[src/drcg_pkg.sv]
// ----------------------------------------------------------------------------
// Digital rain cell generator package
// Transfer types, style codes, hash constants and the glyph lookup shared
// by the cell generator.
// ----------------------------------------------------------------------------
package drcg_pkg;

  // Field widths of a cell request and response
  localparam int FRAME_W = 32;
  localparam int COL_W   = 4;
  localparam int ROW_W   = 3;
  localparam int GLYPH_W = 7;
  localparam int PIXX_W  = 7;
  localparam int PIXY_W  = 6;

  // Number of distinct column codes
  localparam int COL_CODES = 2 ** COL_W;

  // Integer hash multipliers
  localparam logic [31:0] HASH_MUL_A = 32'h7FEB352D;
  localparam logic [31:0] HASH_MUL_B = 32'h846CA68B;

  // Column seed scrambling
  localparam logic [31:0] COL_MUL = 32'h91E10DA5;
  localparam logic [31:0] COL_ADD = 32'h4D415452;

  // Row weight in the glyph hash input
  localparam logic [4:0] ROW_WEIGHT = 5'd17;

  // Trail positions below this distance from the head are always drawn
  localparam int NEAR_TAIL = 3;

  // Bit of the glyph hash that keeps a far-tail cell visible
  localparam int KEEP_BIT = 9;

  typedef enum logic [1:0] {
    STYLE_BLANK  = 2'd0,
    STYLE_NORMAL = 2'd1,
    STYLE_HEAD   = 2'd2
  } style_e;

  typedef struct packed {
    logic [FRAME_W-1:0] frame_index;
    logic [COL_W-1:0]   column;
    logic [ROW_W-1:0]   row;
  } cell_req_t;

  typedef struct packed {
    style_e             style;
    logic [GLYPH_W-1:0] glyph_code;
    logic [PIXX_W-1:0]  pixel_x;
    logic [PIXY_W-1:0]  pixel_y;
  } cell_rsp_t;

  // Full 32-bit integer hash; used at elaboration for the column seeds
  function automatic logic [31:0] hash32(input logic [31:0] x_in);
    logic [31:0] x;
    x = x_in;
    x = x ^ (x >> 16);
    x = x * HASH_MUL_A;
    x = x ^ (x >> 15);
    x = x * HASH_MUL_B;
    return x ^ (x >> 16);
  endfunction

  // Sixteen-character glyph set, ASCII
  function automatic logic [GLYPH_W-1:0] glyph_of(input logic [3:0] sel);
    logic [GLYPH_W-1:0] code;
    case (sel)
      4'd0:    code = 7'h30;
      4'd1:    code = 7'h31;
      4'd2:    code = 7'h32;
      4'd3:    code = 7'h33;
      4'd4:    code = 7'h34;
      4'd5:    code = 7'h35;
      4'd6:    code = 7'h36;
      4'd7:    code = 7'h37;
      4'd8:    code = 7'h38;
      4'd9:    code = 7'h39;
      4'd10:   code = 7'h2B;
      4'd11:   code = 7'h2D;
      4'd12:   code = 7'h2F;
      4'd13:   code = 7'h2A;
      4'd14:   code = 7'h3C;
      default: code = 7'h3E;
    endcase
    return code;
  endfunction

endpackage

[src/digital_rain_cell_generator.sv]
// ----------------------------------------------------------------------------
// Digital rain cell generator
// Per text cell (frame, column, row) decides style and glyph of a falling
// trail. Column constants are elaborated tables; the runtime path is a
// ten-register pipeline.
// ----------------------------------------------------------------------------
// Path: a start transfer is registered in s0, then in s1 to s8, then in the result register that drives done_o.
// Throughput: one cell per clock; busy stays low and a cell can start every
// cycle. The depth is set by the two reciprocal divisions and the two hash
// multiplies, each with a register of its own.
// Reset: rst_ni clears all valid bits and done_o; no results are lost later.
// done_o marks each result for one cycle; the receiver cannot stall.
module digital_rain_cell_generator #(
  parameter int COLUMNS = 16,
  parameter int ROWS    = 8
) (
  input  logic                clk_i,
  input  logic                rst_ni,
  input  logic                start,
  output logic                busy,
  input  drcg_pkg::cell_req_t cell_i,
  output logic                done_o,
  output drcg_pkg::cell_rsp_t result_o
);

  import drcg_pkg::*;

  // Derived widths
  localparam int CYC_MAX = ROWS + 10;             // largest trail cycle
  localparam int NMAX    = 5 * CYC_MAX;           // largest speed * cycle
  localparam int RW      = $clog2(NMAX + 1);      // remainder / modulus width
  localparam int CW      = $clog2(2 * CYC_MAX);   // head arithmetic width
  localparam int LW      = $clog2(RW + 1);        // modulus shift width
  localparam int NSTAGE  = 9;

  typedef struct packed {
    logic              in_range;
    logic [COL_W-1:0]  col;
    logic [ROW_W-1:0]  row;
    logic [FRAME_W-1:0] frame;
    logic [31:0]       psum;
    logic [64:0]       prod;
    logic [31:0]       quot;
    logic [RW-1:0]     rem;
    logic [CW-1:0]     base;
    logic [CW-1:0]     head;
    logic [CW-1:0]     t;
    logic              hit;
    logic [31:0]       h;
  } stage_t;

  // Per-column constant tables
  logic [31:0]   seed_tab [COL_CODES];
  logic [32:0]   mn_tab   [COL_CODES];
  logic [LW-1:0] ln_tab   [COL_CODES];
  logic [RW-1:0] n_tab    [COL_CODES];
  logic [32:0]   ms_tab   [COL_CODES];
  logic [1:0]    ls_tab   [COL_CODES];
  logic [CW-1:0] cyc_tab  [COL_CODES];
  logic [CW-1:0] off_tab  [COL_CODES];
  logic [CW-1:0] tail_tab [COL_CODES];

  for (genvar c = 0; c < COL_CODES; c++) begin : g_col
    localparam logic [31:0] SEED  = hash32(32'(c) * COL_MUL + COL_ADD);
    localparam int SPEED = 2 + int'(SEED % 32'd4);
    localparam int TAIL  = 3 + int'((SEED >> 8) % 32'd5);
    localparam int CYC   = ROWS + TAIL + 3;
    localparam int OFF   = int'((SEED >> 16) % 32'(CYC));
    localparam int NMOD  = SPEED * CYC;
    localparam int LN    = $clog2(NMOD);
    localparam int LS    = $clog2(SPEED);
    // Round-up reciprocals, exact for every 32-bit dividend
    localparam logic [63:0] MN =
      ((64'd1 << (32 + LN)) + 64'(NMOD) - 64'd1) / 64'(NMOD);
    localparam logic [63:0] MS =
      ((64'd1 << (32 + LS)) + 64'(SPEED) - 64'd1) / 64'(SPEED);

    assign seed_tab[c] = SEED;
    assign mn_tab[c]   = MN[32:0];
    assign ln_tab[c]   = LW'(LN);
    assign n_tab[c]    = RW'(NMOD);
    assign ms_tab[c]   = MS[32:0];
    assign ls_tab[c]   = 2'(LS);
    assign cyc_tab[c]  = CW'(CYC);
    assign off_tab[c]  = CW'(OFF);
    assign tail_tab[c] = CW'(TAIL);
  end

  // No back-pressure: a cell can start in every cycle
  assign busy = 1'b0;

  logic   vld_d  [NSTAGE];
  logic   vld_q  [NSTAGE];
  stage_t data_d [NSTAGE];
  stage_t data_q [NSTAGE];

  logic [64:0]    quot_sh;
  logic [RW+32:0] spd_prod;
  logic [RW+32:0] spd_sh;
  logic [CW-1:0]  head_sum;
  logic [CW-1:0]  row_ext;
  logic [31:0]    mix_a;
  logic [31:0]    mix_b;

  // Stage datapath
  always_comb begin
    for (int k = 1; k < NSTAGE; k++) begin
      vld_d[k]  = vld_q[k-1];
      data_d[k] = data_q[k-1];
    end

    // s0: capture the request
    vld_d[0]          = start & ~busy;
    data_d[0]         = '0;
    data_d[0].frame   = cell_i.frame_index;
    data_d[0].col     = cell_i.column;
    data_d[0].row     = cell_i.row;
    data_d[0].in_range = (32'(cell_i.column) < 32'(COLUMNS)) &&
                         (32'(cell_i.row) < 32'(ROWS));

    // s1: frame times reciprocal of speed*cycle; glyph hash partial sum
    data_d[1].prod = 65'(data_q[0].frame) * 65'(mn_tab[data_q[0].col]);
    data_d[1].psum = seed_tab[data_q[0].col] + (data_q[0].frame >> 2)
                   + 32'(data_q[0].row) * 32'(ROW_WEIGHT);

    // s2: quotient of frame by speed*cycle
    quot_sh        = data_q[1].prod >> ln_tab[data_q[1].col];
    data_d[2].quot = quot_sh[63:32];

    // s3: frame mod speed*cycle, exact in RW bits
    data_d[3].rem = data_q[2].frame[RW-1:0]
                  - RW'(data_q[2].quot[RW-1:0] * n_tab[data_q[2].col]);

    // s4: remainder divided by speed gives the head step within the cycle
    spd_prod       = (RW+33)'(data_q[3].rem) * (RW+33)'(ms_tab[data_q[3].col]);
    spd_sh         = spd_prod >> ls_tab[data_q[3].col];
    data_d[4].base = spd_sh[32 +: CW];

    // s5: add the column phase, one conditional wrap
    head_sum       = data_q[4].base + off_tab[data_q[4].col];
    data_d[5].head = (head_sum >= cyc_tab[data_q[4].col]) ?
                     head_sum - cyc_tab[data_q[4].col] : head_sum;

    // s6: trail position of this row, glyph hash input
    row_ext       = CW'(data_q[5].row);
    data_d[6].t   = data_q[5].head - row_ext;
    data_d[6].hit = (data_q[5].head >= row_ext) &&
                    ((data_q[5].head - row_ext) < tail_tab[data_q[5].col]);
    data_d[6].h   = data_q[5].psum + 32'(data_q[5].head - row_ext);

    // s7: first hash round
    mix_a       = data_q[6].h ^ (data_q[6].h >> 16);
    data_d[7].h = mix_a * HASH_MUL_A;

    // s8: second hash round
    mix_b       = data_q[7].h ^ (data_q[7].h >> 15);
    data_d[8].h = mix_b * HASH_MUL_B;
  end

  // Valid bits
  always_ff @(posedge clk_i or negedge rst_ni) begin
    if (!rst_ni) begin
      for (int k = 0; k < NSTAGE; k++) vld_q[k] <= 1'b0;
    end else begin
      vld_q <= vld_d;
    end
  end

  // Stage payload
  always_ff @(posedge clk_i) begin
    data_q <= data_d;
  end

  // Final hash mix, style decision and pixel position
  logic [31:0] gs;
  cell_rsp_t   rsp_d;
  cell_rsp_t   rsp_q;
  logic        done_q;

  always_comb begin
    gs               = data_q[8].h ^ (data_q[8].h >> 16);
    rsp_d            = '0;
    rsp_d.style      = STYLE_BLANK;
    rsp_d.pixel_x    = {data_q[8].col, 3'b000} + PIXX_W'(1);
    rsp_d.pixel_y    = PIXY_W'({data_q[8].row, 3'b000});
    if (data_q[8].in_range && data_q[8].hit) begin
      if (data_q[8].t == '0) begin
        rsp_d.style      = STYLE_HEAD;
        rsp_d.glyph_code = glyph_of(gs[3:0]);
      end else if ((data_q[8].t < CW'(NEAR_TAIL)) || gs[KEEP_BIT]) begin
        rsp_d.style      = STYLE_NORMAL;
        rsp_d.glyph_code = glyph_of(gs[3:0]);
      end
    end
  end

  always_ff @(posedge clk_i or negedge rst_ni) begin
    if (!rst_ni) begin
      done_q <= 1'b0;
    end else begin
      done_q <= vld_q[NSTAGE-1];
    end
  end

  always_ff @(posedge clk_i) begin
    rsp_q <= rsp_d;
  end

  assign done_o   = done_q;
  assign result_o = rsp_q;

endmodule
[config.mk]
export PLATFORM = sky130hd
export DESIGN_NAME = digital_rain_cell_generator
export DESIGN_NICKNAME = d
export VERILOG_FILES = /design/src/drcg_pkg.sv /design/src/digital_rain_cell_generator.sv
export SDC_FILE = /design/constraint.sdc
export NUM_CORES = 2
export LEC_CHECK = 0
export ABC_CLOCK_PERIOD_IN_PS = 18500
export BUFFER_PORTS_ARGS = -buffer_cell sky130_fd_sc_hd__buf_4
export CAP_MARGIN = 10
export CORE_ASPECT_RATIO = 0.5
export CORE_MARGIN = 1.5
export CORE_UTILIZATION = 60
export DETAILED_ROUTE_END_ITERATION = 10
export GPL_ROUTABILITY_DRIVEN = 1
export HOLD_SLACK_MARGIN = 0.06
export PLACE_DENSITY = 0.75
export SETUP_SLACK_MARGIN = 0.4
export SYNTH_ARGS = -nofsm -noshare
export SYNTH_HDL_FRONTEND = slang
export SYNTH_SLANG_ARGS = --single-unit
[constraint.sdc]
create_clock -name clk_i -period 18.5 [get_ports clk_i]
set_input_delay 0.925 -clock clk_i [delete_from_list [all_inputs] [get_ports clk_i]]
set_output_delay 0.925 -clock clk_i [all_outputs]
set_load 0.02 [all_outputs]
Yosys cells after proc, flatten, opt, wreduce, memory -nomap -nowiden

Memories as Yosys holds them, arrays and structs flattened.
Index checks and enable logic that the tools add are counted.

Register bits: 500
Bits in read-only memories: 2208
Input bits: 42
Output and inout port bits: 24
Memories kept: 11

$add $sub $neg: 9
Multiply operators: 6
$lt $le $gt $ge: 10
Shift-type cells: 2
Muxes and demuxes: 21
Bitwise logic cells: 10
Reductions and logical operators: 4

Memory list:

| memory          | depth | bits a word | rd ports | clocked after Yosys merged registers in | write ports | line                               | text |
|---|---|---|---|---|---|---|---|
| (no name shown) | 16    | 33          | 1        | 0                                       | 0           | digital_rain_cell_generator.sv:135 | `spd_prod = (RW+33)'(data_q[3].rem) * (RW+33)'(ms_tab[data_q[3].col]);` |
| (no name shown) | 16    | 33          | 1        | 0                                       | 0           | digital_rain_cell_generator.sv:122 | `data_d[1].prod = 65'(data_q[0].frame) * 65'(mn_tab[data_q[0].col]);` |
| (no name shown) | 16    | 32          | 1        | 0                                       | 0           | digital_rain_cell_generator.sv:123 | `data_d[1].psum = seed_tab[data_q[0].col] + (data_q[0].frame >> 2)` |
| (no name shown) | 16    | 7           | 1        | 0                                       | 0           | digital_rain_cell_generator.sv:132 | `- RW'(data_q[2].quot[RW-1:0] * n_tab[data_q[2].col]);` |
| (no name shown) | 16    | 6           | 1        | 0                                       | 0           | digital_rain_cell_generator.sv:148 | `((data_q[5].head - row_ext) < tail_tab[data_q[5].col]);` |
| (no name shown) | 16    | 6           | 1        | 0                                       | 0           | digital_rain_cell_generator.sv:142 | `head_sum - cyc_tab[data_q[4].col] : head_sum;` |
| +5 memories     | n/a   | n/a         | n/a      | n/a                                     | n/a         | n/a                                |  |

Operator list:

| kind                                                | count |
|---|---|
| two-way mux 33 bit                                  | 4 |
| multiplier 32 x 33 -> 65 bit                        | 1 |
| right shift 65 x 3 -> 39 bit                        | 1 |
| two-way mux 32 bit                                  | 2 |
| two-way mux 6 bit                                   | 7 |
| multiplier 7 x 33 -> 40 bit                         | 1 |
| right shift 40 x 2 -> 38 bit                        | 1 |
| adder 32 x 30 -> 32 bit                             | 1 |
| adder 32 bit                                        | 1 |
| adder 32 x 8 -> 32 bit                              | 1 |
| multiplier 32 x 31 -> 32 bit, second input constant | 1 |
| multiplier 32 x 32 -> 26 bit, second input constant | 1 |
| XOR 32 x 16 -> 32 bit                               | 1 |
| XOR 32 x 17 -> 32 bit                               | 1 |
| >= comparator 5 bit, second input constant          | 6 |
| inverter 4 -> 5 bit                                 | 6 |
| two-way mux 7 bit                                   | 2 |
| XOR 10 bit                                          | 1 |
| two-way mux 9 bit                                   | 1 |
| multiplier 3 x 5 -> 8 bit, second input constant    | 1 |
| two-way mux 8 bit                                   | 1 |
| adder 7 x 1 -> 7 bit, second input constant         | 1 |
| multiplier 7 x 7 -> 7 bit                           | 1 |
| subtractor 6 x 3 -> 7 bit                           | 1 |
| other kinds (15)                                    | 17 |

Depth between registers and ports, before layout

Depth in word-level cells: 7
Mapped depth: 35
Mapped depth without buffers: 31

Worst setup path after synthesis

Ideal clock, no wire load.

Path type: register to register
Start point: register data_q, in the netlist data_d[1812]
End point: register data_q, in the netlist data_d[1496]
Setup time: 0.072 ns
Arrival: 8.285 ns
Slack: 10.143 ns
Stages on the path, launching flop included: 32
Cells stage by stage: dfxtp_1 -> clkbuf_1 -> inv_1 -> ha_1 -> buf_2 -> nor2_2 -> o31ai_1 -> clkbuf_1 -> and2_1 -> fa_1 -> fa_1 -> fa_1 -> inv_1 -> fa_1 -> inv_1 -> fa_1 -> inv_1 -> fa_1 -> inv_1 -> fa_1 -> fa_1 -> ha_1 -> a21o_1 -> a21o_1 -> a211oi_1 -> nand4_1 -> o21ai_1 -> a31oi_1 -> a221oi_2 -> nand2b_1 -> a21oi_1 -> xnor2_1

RTL lines:

| item                     | line                               | text |
|---|---|---|
| start: declaration       | digital_rain_cell_generator.sv:95  | `stage_t data_q [NSTAGE];` |
| start signal: assignment | digital_rain_cell_generator.sv:171 | `data_q <= data_d;` |

==> metrics.md <==
| Metric | Value |
|---|---|
| Clock-pin slew on the worst setup and hold paths | `around 0.07 ns` |
| Max FO, Critical Path | `52` |
| # Max-Cap Violations | `0` |
| Tot GR Track Use | `around a third` |
| Total negative slack | `0 ns` |
| Die X | `~440 µm` |
| GRT met2 Usage | `between 50% and 60%` |
| RSZ-0062 raised after global routing | `no` |
| Worst Setup EP | `data_d[1497]$_DFF_P_` |
| Synth Register Bits | `424` |
| Fin crit share | `a little over half` |
| PortBufs | `57` |
| TritonCTS Buffers | `41` |
| Final setup fails | `0` |
| Post-synth EDFFs | `0` |
| Standard-cell rows | `80` |
| Main synth FF type | `dfxtp_1` |
| Crit. Startpoint | `data_d[1814]$_DFF_P_` |
| DIE AREA | `between 90,000 and 100,000 µm²` |
| Min-delay worst type | `in -> async` |
| Status | `finished clean` |
| Root buf cell | `clkbuf_16` |
| R2R Setup Slk | `approximately 8.5 ns` |
| Vias in the first global route | `between 40,000 and 50,000` |
| Die Y | `between 200 and 250 µm` |
| Total gr overflow | `0` |
| DP Worst Slack | `roughly 8.7 ns` |
| Max frequency | `0.0997 GHz` |
| Met3 GRT Util | `6.56%` |
| Io pins | `66` |
| DR iter-0 viols | `about 3,000` |
| Setup Skew | `around 0.041 ns` |
| Warning count from the yosys run | `0` |
| DRC | `0` |
| Worst Slack Setup Final | `between 8 and 9 ns` |
| Met1 usage in global routing | `between 40% and 50%` |
| Post-CTS Resized | `0` |
| Total core area | `~95,000 µm²` |
| Final net count | `approximately 7,700` |
| Setup Buffers After CTS | `0` |
| Async SR Flop Fraction | `approximately 2.4%` |
| Crit path capture type | `register` |
| Share of the synthesized area in the top cell type | `approximately two fifths` |
| Drt total wl | `149,000 µm` |
| Final hold vios | `0` |
| Seq/Total Area, Yosys | `approximately 15%` |
| Number of distinct library cells after synthesis | `just over 80` |
| Layer with the highest usage | `met2` |
| Initial antenna violation count | `11` |
| Placer Congestion | `0.946` |
| Dpl cell area | `59,600 µm²` |
| CTS sink cnt | `~420` |
| # hold bufs at CTS | `0` |
| Largest net degree at the start of global routing | `54` |
| Syn Area/Cell | `9.82 µm²` |
| Post-synthesis cell area | `roughly 58,000 µm²` |
| Most frequent cells in the layout | `inv_1, fa_1, ha_1, nand2_1, dfxtp_1` |
| Crit path kind | `reg -> reg` |
| Critical Path RT | `between 15 and 20 ns` |
| Initial Utilization | `approximately 60%` |
| Vias per cell | `5.55` |
| Commonest non-fill, non-tap cell in the layout | `inv_1` |
| Share of cells above drive strength 1 | `about 4.7%` |
| Slew Viols, Final | `0` |
| Post-DP HPWL | `about 110,000 µm` |
| Area Overhead vs Synth | `6.05%` |
| Worst reg2reg path depth | `27` |
| Slew @ Worst Pin | `about 1.3 ns` |
| Terminus of the critical flop-to-flop path | `data_d[1497]$_DFF_P_` |
| Design Area, Final | `between 60,000 and 70,000 µm²` |
| Final ANT Viol Nets | `0` |
| Crit path top cell by count | `fa_1` |
| CP max-delay cell | `a21boi_4` |
| Clock buffer depth | `3` |
| First-pass GRT wire length | `between 200,000 and 250,000 µm` |
| Htree depth | `2` |
| Hold slack | `about 0.17 ns` |
| Rel. slew slack | `15.4%` |
| Via count | `39,700` |
| DRT Pass-1 Iters | `5` |
| Post-synth top area cell | `fa_1` |
| Worst path max stage delay | `around 0.98 ns` |
| Synth top area cells | `fa_1, ha_1, dfxtp_1, inv_1, and2_1` |
| Worst r2r src | `data_d[1814]$_DFF_P_` |
| Worst skew pair latency | `around 0.60 ns` |
| WL/cell | `roughly 21 µm` |
| Period minus WS final | `10.03 ns` |
| WP data arrival | `10.45 ns` |
| TritonCTS clock tree | `yes` |
| Synth Instances | `around 6,000` |
| CP startpoint kind | `register` |
## logic make-up (layout without fill, tap and decap cells)
logic type	after synthesis	in the layout	synth area share (%)
adders and majority gates	1795	1795	53.6
buffers and inverters	1602	1605	10.5
and+or+nand+nor	1262	1262	11.1
AOI/OAI and AO/OA	488	488	5.43
DFF	424	424	14.8
xor gates and xnor gates	267	267	4.08
muxes	26	26	0.469
other	2	11	0.0130
## worst min path at each step
stage / slack, ns / end / start / depth (start not counted)
2_1_floorplan: 0.31 / data_d[1063]$_DFF_P_ / data_d[1290]$_DFF_P_ / 0
3_3_place_gp: 0.31 / data_d[1326]$_DFF_P_ / data_d[1553]$_DFF_P_ / 0
3_5_place_dp: 0.31 / data_d[1301]$_DFF_P_ / data_d[1528]$_DFF_P_ / 0
4_1_cts: 0.14 / vld_d[1]$_DFF_PN0_ / rst_ni / 1
5_1_grt: 0.15 / vld_d[2]$_DFF_PN0_ / rst_ni / 1
6_report: 0.17 / vld_d[4]$_DFF_PN0_ / rst_ni / 1
## layout make-up
cell class	count	area [µm²]
fill	7652	34100
timing repair buffer	128	961
clock buffer	51	1150
tap	1271	1590
antenna	3	7.51
sequential	424	8550
inverter	1403	5270
clock inverter	23	348
multi-input combinational	3846	43200
## critical path: cells and delay by family (launching register included)
family                     cells  cell delay [ns]
AOI/OAI and AO/OA              6             2.59
xor gates and xnor gates       1             0.13
adders and majority gates      9             4.31
buffers and inverters          5             1.71
DFF                            1             0.31
and+or+nand+nor                6             0.76
## layer usage
metal	wire length, µm	vias to the layer above	share of wire (%)
met4	7380	0	4.9
li1	-	17600	-
met1	58300	19900	39
met3	13300	471	8.9
met2	70400	1731	47
met5	0	-	0
## registers in the layout (all words and copies together), names as in the netlist
name,flops
data_d,311
data_q,88
vld_q,1
done_o,1
result_o,15
vld_d,8
## Yosys cell counts (4+ instances only)
master    instances
a211o_1           5
a211oi_1         13
a21o_1           78
a21oi_1         145
a21oi_2           5
a221oi_1          4
a22oi_1           5
a31oi_1          19
and2_1          383
and3_1           87
and4_1            5
buf_1             4
buf_2             9
buf_4            10
clkbuf_1        176
dfrtp_1          10
dfxtp_1         414
fa_1           1117
ha_1            677
inv_1          1402
mux2_2            8
mux2i_1          18
nand2_1         462
nand2b_1         28
nand3_1          20
nand4_1          14
nor2_1          129
nor2_2            4
nor2b_1          37
nor3_1           43
nor3b_1           5
nor4_1            5
o211ai_1         16
o21a_1           18
o21ai_0          97
o21ai_1          13
o21bai_1         18
o31a_1            5
o31ai_1           9
or2_2            15
or3_1            10
or4_1             5
xnor2_1         178
xor2_1           88
## through the flow
step	utilization (%)	std cells
5_1_grt	64.1	7146
3_3_place_gp	62.6	7072
4_1_cts	64.1	7146
3_5_place_dp	62.6	7072
2_1_floorplan	-	5872
6_report	64.2	7149
Power is left out: the tool's default activity adds up to more than one toggle a clock period on the data nets, which glitch-free logic cannot reach.
